`src/design/can_packet_reassembler_core_assert.svh`:
```
// Assertion macros for the packet reassembler; empty under synthesis.
`ifndef CAN_PACKET_REASSEMBLER_CORE_ASSERT_SVH
`define CAN_PACKET_REASSEMBLER_CORE_ASSERT_SVH

`ifndef SYNTHESIS

`define CPR_ASSERT(lbl, expr) \
   lbl: assert property (@(posedge clock) disable iff (reset) (expr)) \
      else $error("cpr assertion failed");

`define CPR_ASSERT_NEXT(lbl, ante, cons) \
   lbl: assert property (@(posedge clock) disable iff (reset) (ante) |=> (cons)) \
      else $error("cpr assertion failed");

`else

`define CPR_ASSERT(lbl, expr)

`define CPR_ASSERT_NEXT(lbl, ante, cons)

`endif

`endif

```
`src/design/cpr_pkg.sv`:
```
package cpr_pkg;

   localparam int FRAMES_PER_PACKET = 7;
   localparam int SLOT_W     = (FRAMES_PER_PACKET > 1) ? $clog2(FRAMES_PER_PACKET) : 1;
   localparam int WORD_W     = 64;
   localparam int BYTE_W     = 8;
   localparam int IDX_W      = 3;
   localparam int CSR_ADDR_W = 2;
   localparam int RSP_DATA_W = ((IDX_W + WORD_W + 7) / 8) * 8;
   localparam int PAD_W      = RSP_DATA_W - IDX_W - WORD_W;

   localparam logic [SLOT_W-1:0] LAST_SLOT = SLOT_W'(FRAMES_PER_PACKET - 1);

   localparam logic [BYTE_W-1:0] START_BYTE_RST    = 8'hFC;
   localparam logic [BYTE_W-1:0] END_MARKER_RST    = 8'hFD;
   localparam logic [BYTE_W-1:0] TYPE_BYTE_ONE_RST = 8'h41;
   localparam logic [BYTE_W-1:0] TYPE_BYTE_TWO_RST = 8'h30;

   typedef enum logic [CSR_ADDR_W-1:0] {
      CSR_START_BYTE    = 2'd0,
      CSR_END_MARKER    = 2'd1,
      CSR_TYPE_BYTE_ONE = 2'd2,
      CSR_TYPE_BYTE_TWO = 2'd3
   } csr_index_type;

   typedef enum logic [1:0] {
      ST_IDLE  = 2'b01,
      ST_DRAIN = 2'b10
   } state_type;

   typedef struct packed {
      logic              en;
      logic [SLOT_W-1:0] addr;
      logic [WORD_W-1:0] data;
   } store_wr_type;

   typedef struct packed {
      logic              en;
      logic [SLOT_W-1:0] addr;
   } store_rd_type;

endpackage

```
`src/design/cpr_frame_store.sv`:
```
module cpr_frame_store (
   input  logic                      clock,
   input  cpr_pkg::store_wr_type     wr,
   input  cpr_pkg::store_rd_type     rd,
   output logic [cpr_pkg::WORD_W-1:0] rd_data
);

   logic [cpr_pkg::WORD_W-1:0] frame_mem_ff [cpr_pkg::FRAMES_PER_PACKET];
   logic [cpr_pkg::WORD_W-1:0] rd_data_ff;

   always_ff @(posedge clock) begin
      if (wr.en) begin
         frame_mem_ff[wr.addr] <= wr.data;
      end
   end

   // read data holds until the next read so a stalled word is not lost
   always_ff @(posedge clock) begin
      if (rd.en) begin
         rd_data_ff <= frame_mem_ff[rd.addr];
      end
   end

   assign rd_data = rd_data_ff;

endmodule

```
`src/design/can_packet_reassembler_core.sv`:
```
// CAN packet reassembler.
// req_*: one 8-byte CAN payload per transaction, byte 0 in tdata[7:0].
// rsp_*: one stored word per transaction; tdata holds word_index in [2:0] and
//   the 64-bit word in [66:3]; tlast flags the final word of a packet.
// csr_*: write-only register port, index 0 start byte, 1 end marker,
//   2 and 3 the two type bytes. Write only while no packet is being emitted.
// A payload whose byte 0 is the start byte, following a payload whose byte 7
// was the end marker, opens a packet. Seven payloads fill the frame store;
// if the header type bytes matched, the seven words are then read out of the
// store in order, otherwise the packet is dropped.
// Throughput: one payload per cycle, except that completing an accepted packet
// holds req_tready low while the store's single read port issues one read per
// cycle unless the output stalls. After the closing payload, the first word passes
// the state, store read and output registers, then one word per cycle while rsp_tready stays high.
// A stalled receiver holds the output register and the store's read data,
// which stalls the read-out and with it the input.
// Reset: the CSR registers return to their defaults, no packet in progress, no output.
// The store needs no clearing pass; every word read was written in the packet.
`include "can_packet_reassembler_core_assert.svh"

module can_packet_reassembler_core (
   input  logic                               clock,
   input  logic                               reset,
   // frame_data[63:0]
   input  logic [cpr_pkg::WORD_W-1:0]         req_tdata,
   input  logic                               req_tvalid,
   output logic                               req_tready,
   // word_index[2:0], packet_word[66:3], zero fill
   output logic [cpr_pkg::RSP_DATA_W-1:0]     rsp_tdata,
   output logic                               rsp_tlast,
   output logic                               rsp_tvalid,
   input  logic                               rsp_tready,
   input  logic                               csr_we,
   input  logic [cpr_pkg::CSR_ADDR_W-1:0]     csr_addr,
   input  logic [cpr_pkg::BYTE_W-1:0]         csr_wdata
);

   localparam int SW = cpr_pkg::SLOT_W;

   logic [cpr_pkg::BYTE_W-1:0] start_byte_ff, end_marker_ff, type_one_ff, type_two_ff;
   logic [cpr_pkg::BYTE_W-1:0] prev_byte_ff, prev_byte_in;
   logic [SW-1:0]              slot_ff, slot_in;
   logic                       accept_ff, accept_in;
   cpr_pkg::state_type         st_ff, st_in;
   logic [SW-1:0]              rd_idx_ff, rd_idx_in;
   logic                       pend_ff, pend_in;
   logic [SW-1:0]              pend_idx_ff, pend_idx_in;
   logic                       rsp_valid_ff, rsp_valid_in;
   logic [cpr_pkg::IDX_W-1:0]  rsp_idx_ff, rsp_idx_in;
   logic [cpr_pkg::WORD_W-1:0] rsp_word_ff, rsp_word_in;
   logic                       rsp_last_ff, rsp_last_in;

   logic                       req_acc, header, type_ok, active, acc_cur, load_out;
   logic [SW-1:0]              slot_cur;
   logic [cpr_pkg::WORD_W-1:0] rd_data;
   cpr_pkg::store_wr_type      wr;
   cpr_pkg::store_rd_type      rd;

   cpr_frame_store u_store (
      .clock   (clock),
      .wr      (wr),
      .rd      (rd),
      .rd_data (rd_data)
   );

   always_ff @(posedge clock) begin
      if (reset) begin
         start_byte_ff <= cpr_pkg::START_BYTE_RST;
         end_marker_ff <= cpr_pkg::END_MARKER_RST;
         type_one_ff   <= cpr_pkg::TYPE_BYTE_ONE_RST;
         type_two_ff   <= cpr_pkg::TYPE_BYTE_TWO_RST;
      end else if (csr_we) begin
         unique case (cpr_pkg::csr_index_type'(csr_addr))
            cpr_pkg::CSR_START_BYTE:    start_byte_ff <= csr_wdata;
            cpr_pkg::CSR_END_MARKER:    end_marker_ff <= csr_wdata;
            cpr_pkg::CSR_TYPE_BYTE_ONE: type_one_ff   <= csr_wdata;
            cpr_pkg::CSR_TYPE_BYTE_TWO: type_two_ff   <= csr_wdata;
         endcase
      end
   end

   assign req_tready = (st_ff == cpr_pkg::ST_IDLE);
   assign req_acc    = req_tvalid && req_tready;

   // header test uses byte 7 of the payload before this one
   assign header   = (req_tdata[7:0] == start_byte_ff) && (prev_byte_ff == end_marker_ff);
   assign type_ok  = (req_tdata[15:8] == type_one_ff) && (req_tdata[23:16] == type_two_ff);
   assign active   = header || (slot_ff != '0);
   assign slot_cur = header ? '0 : slot_ff;
   assign acc_cur  = header ? type_ok : accept_ff;

   assign load_out = pend_ff && (!rsp_valid_ff || rsp_tready);

   always_comb begin
      wr.en        = req_acc && active;
      wr.addr      = slot_cur;
      wr.data      = req_tdata;
      rd.en        = 1'b0;
      rd.addr      = rd_idx_ff;
      st_in        = st_ff;
      prev_byte_in = prev_byte_ff;
      slot_in      = slot_ff;
      accept_in    = accept_ff;
      rd_idx_in    = rd_idx_ff;
      pend_idx_in  = pend_idx_ff;

      unique case (st_ff)
         cpr_pkg::ST_IDLE: begin
            if (req_acc) begin
               prev_byte_in = req_tdata[63:56];
               if (active) begin
                  if (slot_cur == cpr_pkg::LAST_SLOT) begin
                     slot_in   = '0;
                     accept_in = 1'b0;
                     if (acc_cur) begin
                        st_in = cpr_pkg::ST_DRAIN;
                     end
                  end else begin
                     slot_in   = slot_cur + SW'(1);
                     accept_in = acc_cur;
                  end
               end
            end
         end
         cpr_pkg::ST_DRAIN: begin
            rd.en = !pend_ff || load_out;
            if (rd.en) begin
               pend_idx_in = rd_idx_ff;
               if (rd_idx_ff == cpr_pkg::LAST_SLOT) begin
                  rd_idx_in = '0;
                  st_in     = cpr_pkg::ST_IDLE;
               end else begin
                  rd_idx_in = rd_idx_ff + SW'(1);
               end
            end
         end
         default: begin
            st_in = cpr_pkg::ST_IDLE;
         end
      endcase
   end

   always_comb begin
      pend_in      = rd.en ? 1'b1 : (load_out ? 1'b0 : pend_ff);
      rsp_valid_in = rsp_valid_ff;
      rsp_idx_in   = rsp_idx_ff;
      rsp_word_in  = rsp_word_ff;
      rsp_last_in  = rsp_last_ff;
      if (load_out) begin
         rsp_valid_in = 1'b1;
         rsp_idx_in   = cpr_pkg::IDX_W'(pend_idx_ff);
         rsp_word_in  = rd_data;
         rsp_last_in  = (pend_idx_ff == cpr_pkg::LAST_SLOT);
      end else if (rsp_tready) begin
         rsp_valid_in = 1'b0;
      end
   end

   always_ff @(posedge clock) begin
      if (reset) begin
         st_ff        <= cpr_pkg::ST_IDLE;
         prev_byte_ff <= '0;
         slot_ff      <= '0;
         accept_ff    <= 1'b0;
         rd_idx_ff    <= '0;
         pend_ff      <= 1'b0;
         rsp_valid_ff <= 1'b0;
      end else begin
         st_ff        <= st_in;
         prev_byte_ff <= prev_byte_in;
         slot_ff      <= slot_in;
         accept_ff    <= accept_in;
         rd_idx_ff    <= rd_idx_in;
         pend_ff      <= pend_in;
         rsp_valid_ff <= rsp_valid_in;
      end
   end

   always_ff @(posedge clock) begin
      pend_idx_ff <= pend_idx_in;
      rsp_idx_ff  <= rsp_idx_in;
      rsp_word_ff <= rsp_word_in;
      rsp_last_ff <= rsp_last_in;
   end

   assign rsp_tvalid = rsp_valid_ff;
   assign rsp_tlast  = rsp_last_ff;
   assign rsp_tdata  = {{cpr_pkg::PAD_W{1'b0}}, rsp_word_ff, rsp_idx_ff};

   `CPR_ASSERT(a_no_rd_wr_overlap, !(rd.en && wr.en))
   `CPR_ASSERT(a_slot_in_range, slot_ff <= cpr_pkg::LAST_SLOT)
   `CPR_ASSERT(a_last_index, !(rsp_valid_ff && rsp_last_ff) || (rsp_idx_ff == cpr_pkg::IDX_W'(cpr_pkg::LAST_SLOT)))
   `CPR_ASSERT_NEXT(a_pend_held, pend_ff && rsp_valid_ff && !rsp_tready, pend_ff && $stable(rd_data))

endmodule
```
`config.mk`:
```
export PLATFORM = sky130hd
export DESIGN_NAME = can_packet_reassembler_core
export DESIGN_NICKNAME = d
export VERILOG_FILES = /design/src/design/cpr_pkg.sv /design/src/design/cpr_frame_store.sv /design/src/design/can_packet_reassembler_core.sv
export VERILOG_INCLUDE_DIRS = /design/src /design/src/design
export SDC_FILE = /design/constraint.sdc
export NUM_CORES = 1
export LEC_CHECK = 0
export ABC_AREA = 1
export BUFFER_PORTS_ARGS = -buffer_cell sky130_fd_sc_hd__buf_2
export CAP_MARGIN = 20
export CORE_ASPECT_RATIO = 0.8
export CORE_MARGIN = 2
export CORE_UTILIZATION = 50
export CTS_CLUSTER_DIAMETER = 50
export DETAILED_ROUTE_END_ITERATION = 10
export HOLD_SLACK_MARGIN = 0.02
export PLACE_DENSITY = 0.75
export SLEW_MARGIN = 25
export SYNTH_ARGS = -nofsm -noshare
export SYNTH_HDL_FRONTEND = slang
export SYNTH_SLANG_ARGS = --single-unit
```
`constraint.sdc`:
```
create_clock -name clock -period 12.1 [get_ports clock]
set_clock_uncertainty 0.2 [all_clocks]
set_input_delay 2.42 -clock clock [delete_from_list [all_inputs] [get_ports clock]]
set_output_delay 2.42 -clock clock [all_outputs]
set_load 0.01 [all_outputs]
```
==> results.py <==
metrics = {
    "timing": {
        "rsz0062_at_grt": "false",
        "hold_viol": 0,
        "finalMaxSlewViolations": 0,
        "period_minus_slack_ns": 4.88,
        "fin_crit_sh_pct": 40.3,
        "fmax_mhz": 205,
        "setup_viol": 0,
        "tightestPinTransition_ns": 1.05,
        "slew_headroom_pct": 29.9,
        "finalSetupTns_ns": 0,
    },
    "clocking": {
        "cts_setup_buffers": 0,
        "max-clock-path-buffers": 3,
        "post_cts_resized": 0,
        "clk_pin_slew_ns": 0.06,
        "cts_tree": "built",
        "clock-root-buffer": "clkbuf_16",
        "clock_sinks": 634,
        "cts-hold-fix-buffers": 0,
        "clkLatencyLatePin_ns": 0.62,
        "cts_buffers": 61,
        "htree_levels": 2,
    },
    "finish": {
        "drive_gt1_share_pct": 15.9,
        "fin_util_pct": 57.4,
        "nNetsFinal": 1947,
        "area_growth_syn_to_layout_pct": 13.3,
        "design_area_um2": 27000,
        "finalNonFillerCells": 2541,
    },
    "drt": {
        "viasPerCell": 5.57,
        "routed_wl_um": 51600,
        "dr.pass1.iters": 5,
        "postRouteAntennaNets": 0,
        "drt_iter0_drc": 1541,
        "drc": 0,
        "vias": 14100,
        "routedWlPerCell_um": 20.3,
    },
    "worst_hold_path": {
        "hold-path-cell-count": 0,
        "hp-class": "register to register",
    },
    "floorplan": {
        "io_pins": 154,
        "initial_core_util_pct": 50.6,
        "dieHeight_um": 199,
        "die_area_um2": 49300,
        "row_count": 71,
        "die_x_um": 248,
        "coreArea_um2": 47000,
    },
    "critical_path": {
        "worst-path-max-fanout": 54,
        "worstPathArrival_ns": 4.91,
        "reg2reg_depth": 6,
        "crit_path_top_delay_cell": "buf_4",
        "start_kind": "primary input",
        "path_depth": 12,
        "cp-end-kind": "register",
        "cp_cell_sequence": "buf_2, inv_1, nand2_1, nand2_1, nand2_1, inv_1, nand2_1, nor2_2, nand2_4, nand3_1, nor3_2, buf_4",
        "crit_buf_inv": 4,
        "crit_family": "simple AND/OR/NAND/NOR gates",
        "cp_common_cell": "nand2_1",
        "crit_path_max_incr_delay_ns": 0.82,
        "crit_required_ns": 12.13,
        "critPathKind": "primary input to register",
    },
    "synthesis": {
        "synthDistinctLibCells": 35,
        "synth_edf_count": 583,
        "synthXorXnorAreaFrac_pct": 0.221,
        "yosys_warnings": 0,
        "synth_seq_area_share_pct": 77.9,
        "synth_top_area_share_pct": 73.6,
        "synth_compound_area_share_pct": 10.5,
        "yosysTopAreaCell": "edfxtp_1",
        "synth_area_leaders": "edfxtp_1 74%, nand2_1 4.6%, dfxtp_1 4.3%",
        "syn_area_um2": 23800,
        "syn_area_per_cell_um2": 13.8,
        "synth_common_cells": "583 x edfxtp_1, 291 x nand2_1, 137 x o21ai_0",
        "ys.flop_type": "edfxtp_1",
        "synth_async_sr_flop_share_pct": 0,
        "muxShareOfSynthArea_pct": 0,
        "yosysMostFrequentCell": "edfxtp_1",
        "synthAdderAreaFrac_pct": 0,
        "synth_top_family_by_area": "compound AO/OA/AOI/OAI gates",
        "yosys_register_bits": 634,
        "synth_cells": 1727,
        "synthSimpleGateAreaFrac_pct": 7.95,
    },
    "pwr": {
        "intPower_mw": 3.45,
        "seqPwrFrac_pct": 55.8,
        "switchingPower_uw": 884,
        "ir_drop_mv": 0.108,
        "clockPowerShare_pct": 41.5,
        "power.density_nw_per_um2": 161,
        "pwr-share-comb_pct": 2.7,
        "p_sw_share_pct": 20.4,
        "leakage_nw": 9.56,
    },
    "global_routing": {
        "grt_max_degree": 91,
        "grt_pass1_vias": 13600,
        "overflow": 0,
        "grt_util_all_layers_pct": 21.0,
        "grt_antenna_before_repair": 7,
        "grt_pass1_wl_um": 78000,
    },
    "placement": {
        "gp_congestion": 0.863,
        "portBuffers": 148,
        "place_inst": 2425,
        "place_area_um2": 25100,
        "place_hpwl_um": 29700,
    },
    "run_status": {
        "status": "finished clean",
    },
    "run": {
        "maxCapViolCount": 0,
    },
}
[power by group through the flow]
stage,Combinational (mW),Clock [mW],Sequential [mW]
after detailed placement,0.115,0,2.46
after global routing,0.130,1.91,2.42
after floorplan,0.0576,0,2.46
final,0.116,1.80,2.42
after CTS,0.115,1.82,2.42
after global placement,0.110,0,2.46
[flip-flops by register name, summed over array words and instances, names as in the netlist, 8 cells and up]
register,count
type_two_ff,8
start_byte_ff,8
type_one_ff,8
end_marker_ff,8
u_store.frame_mem_ff,448
rsp_word_ff,64
u_store.rd_data,64
prev_byte_ff,8
[logic make-up (layout without fill, tap and decap cells)]
logic type      count (synthesis)  count (layout)
compound gates                435             435
simple gates                  463             463
xor+xnor                        6               6
buf+inv                       188             372
other cells                     1              11
flops                         634             634
[placed cells by master, fill, tap and decap left out, types with 34 or more instances in the layout]
master,Yosys,routed
a21oi_1,134,134
a22oi_1,64,64
buf_2,22,148
clkbuf_16,0,61
dfxtp_1,51,49
edfxtp_1,583,583
inv_1,90,87
nand2_1,291,291
nor2_1,125,120
o211ai_1,34,34
o21ai_0,137,137
o21ai_1,44,44
[area by class of cell]
| type | count | area (um^2) |
|---|---|---|
| diodes | 6 | 15.0 |
| well taps | 620 | 776 |
| clock buffers | 82 | 1630 |
| fillers | 3514 | 20000 |
| flip-flops and latches | 634 | 18500 |
| multi-input cells | 909 | 4510 |
| inverters | 96 | 373 |
| repair buffers | 166 | 876 |
| clock inverters | 28 | 246 |
[stage by stage]
stage	total power [mW]	hold slack [ns]	setup WS [ns]
2_1_floorplan	2.52	0.200	3.92
3_3_place_gp	2.57	0.205	6.66
3_5_place_dp	2.58	0.205	6.59
4_1_cts	4.36	0.218	7.24
5_1_grt	4.46	0.223	7.03
6_report	4.33	0.217	7.22
[worst reg2reg max path: cells and delay by family, from the launching register on]
| kind | cells | cell delay [ns] |
|---|---|---|
| flip-flops | 1 | 0.30 |
| buffers and inverters | 3 | 1.11 |
| AND/OR/NAND/NOR | 3 | 1.49 |
[routing by layer]
layer / track usage [%] / vias up / part of all wire, % / routed length [um]
met5: 0 / - / 0.068 / 35
met4: 8.16 / 6 / 2.8 / 1420
met3: 5.40 / 122 / 9.3 / 4780
met2: 32.4 / 633 / 46 / 23800
met1: 28.9 / 6846 / 42 / 21600
li1: - / 6536 / - / -
[final timing paths]
| kind | start | endpoint | slack [ns] |
|---|---|---|---|
| max | req_tdata[1] | u_store.frame_mem_ff[5][38] | 7.22 |
| min | u_store.rd_data[48] | rsp_word_ff[48] | 0.22 |
| max reg2reg | st_ff[1] | u_store.frame_mem_ff[5][38] | 8.57 |
| min reg2reg | u_store.rd_data[48] | rsp_word_ff[48] | 0.22 |
Power figures use the tool's default switching activity.
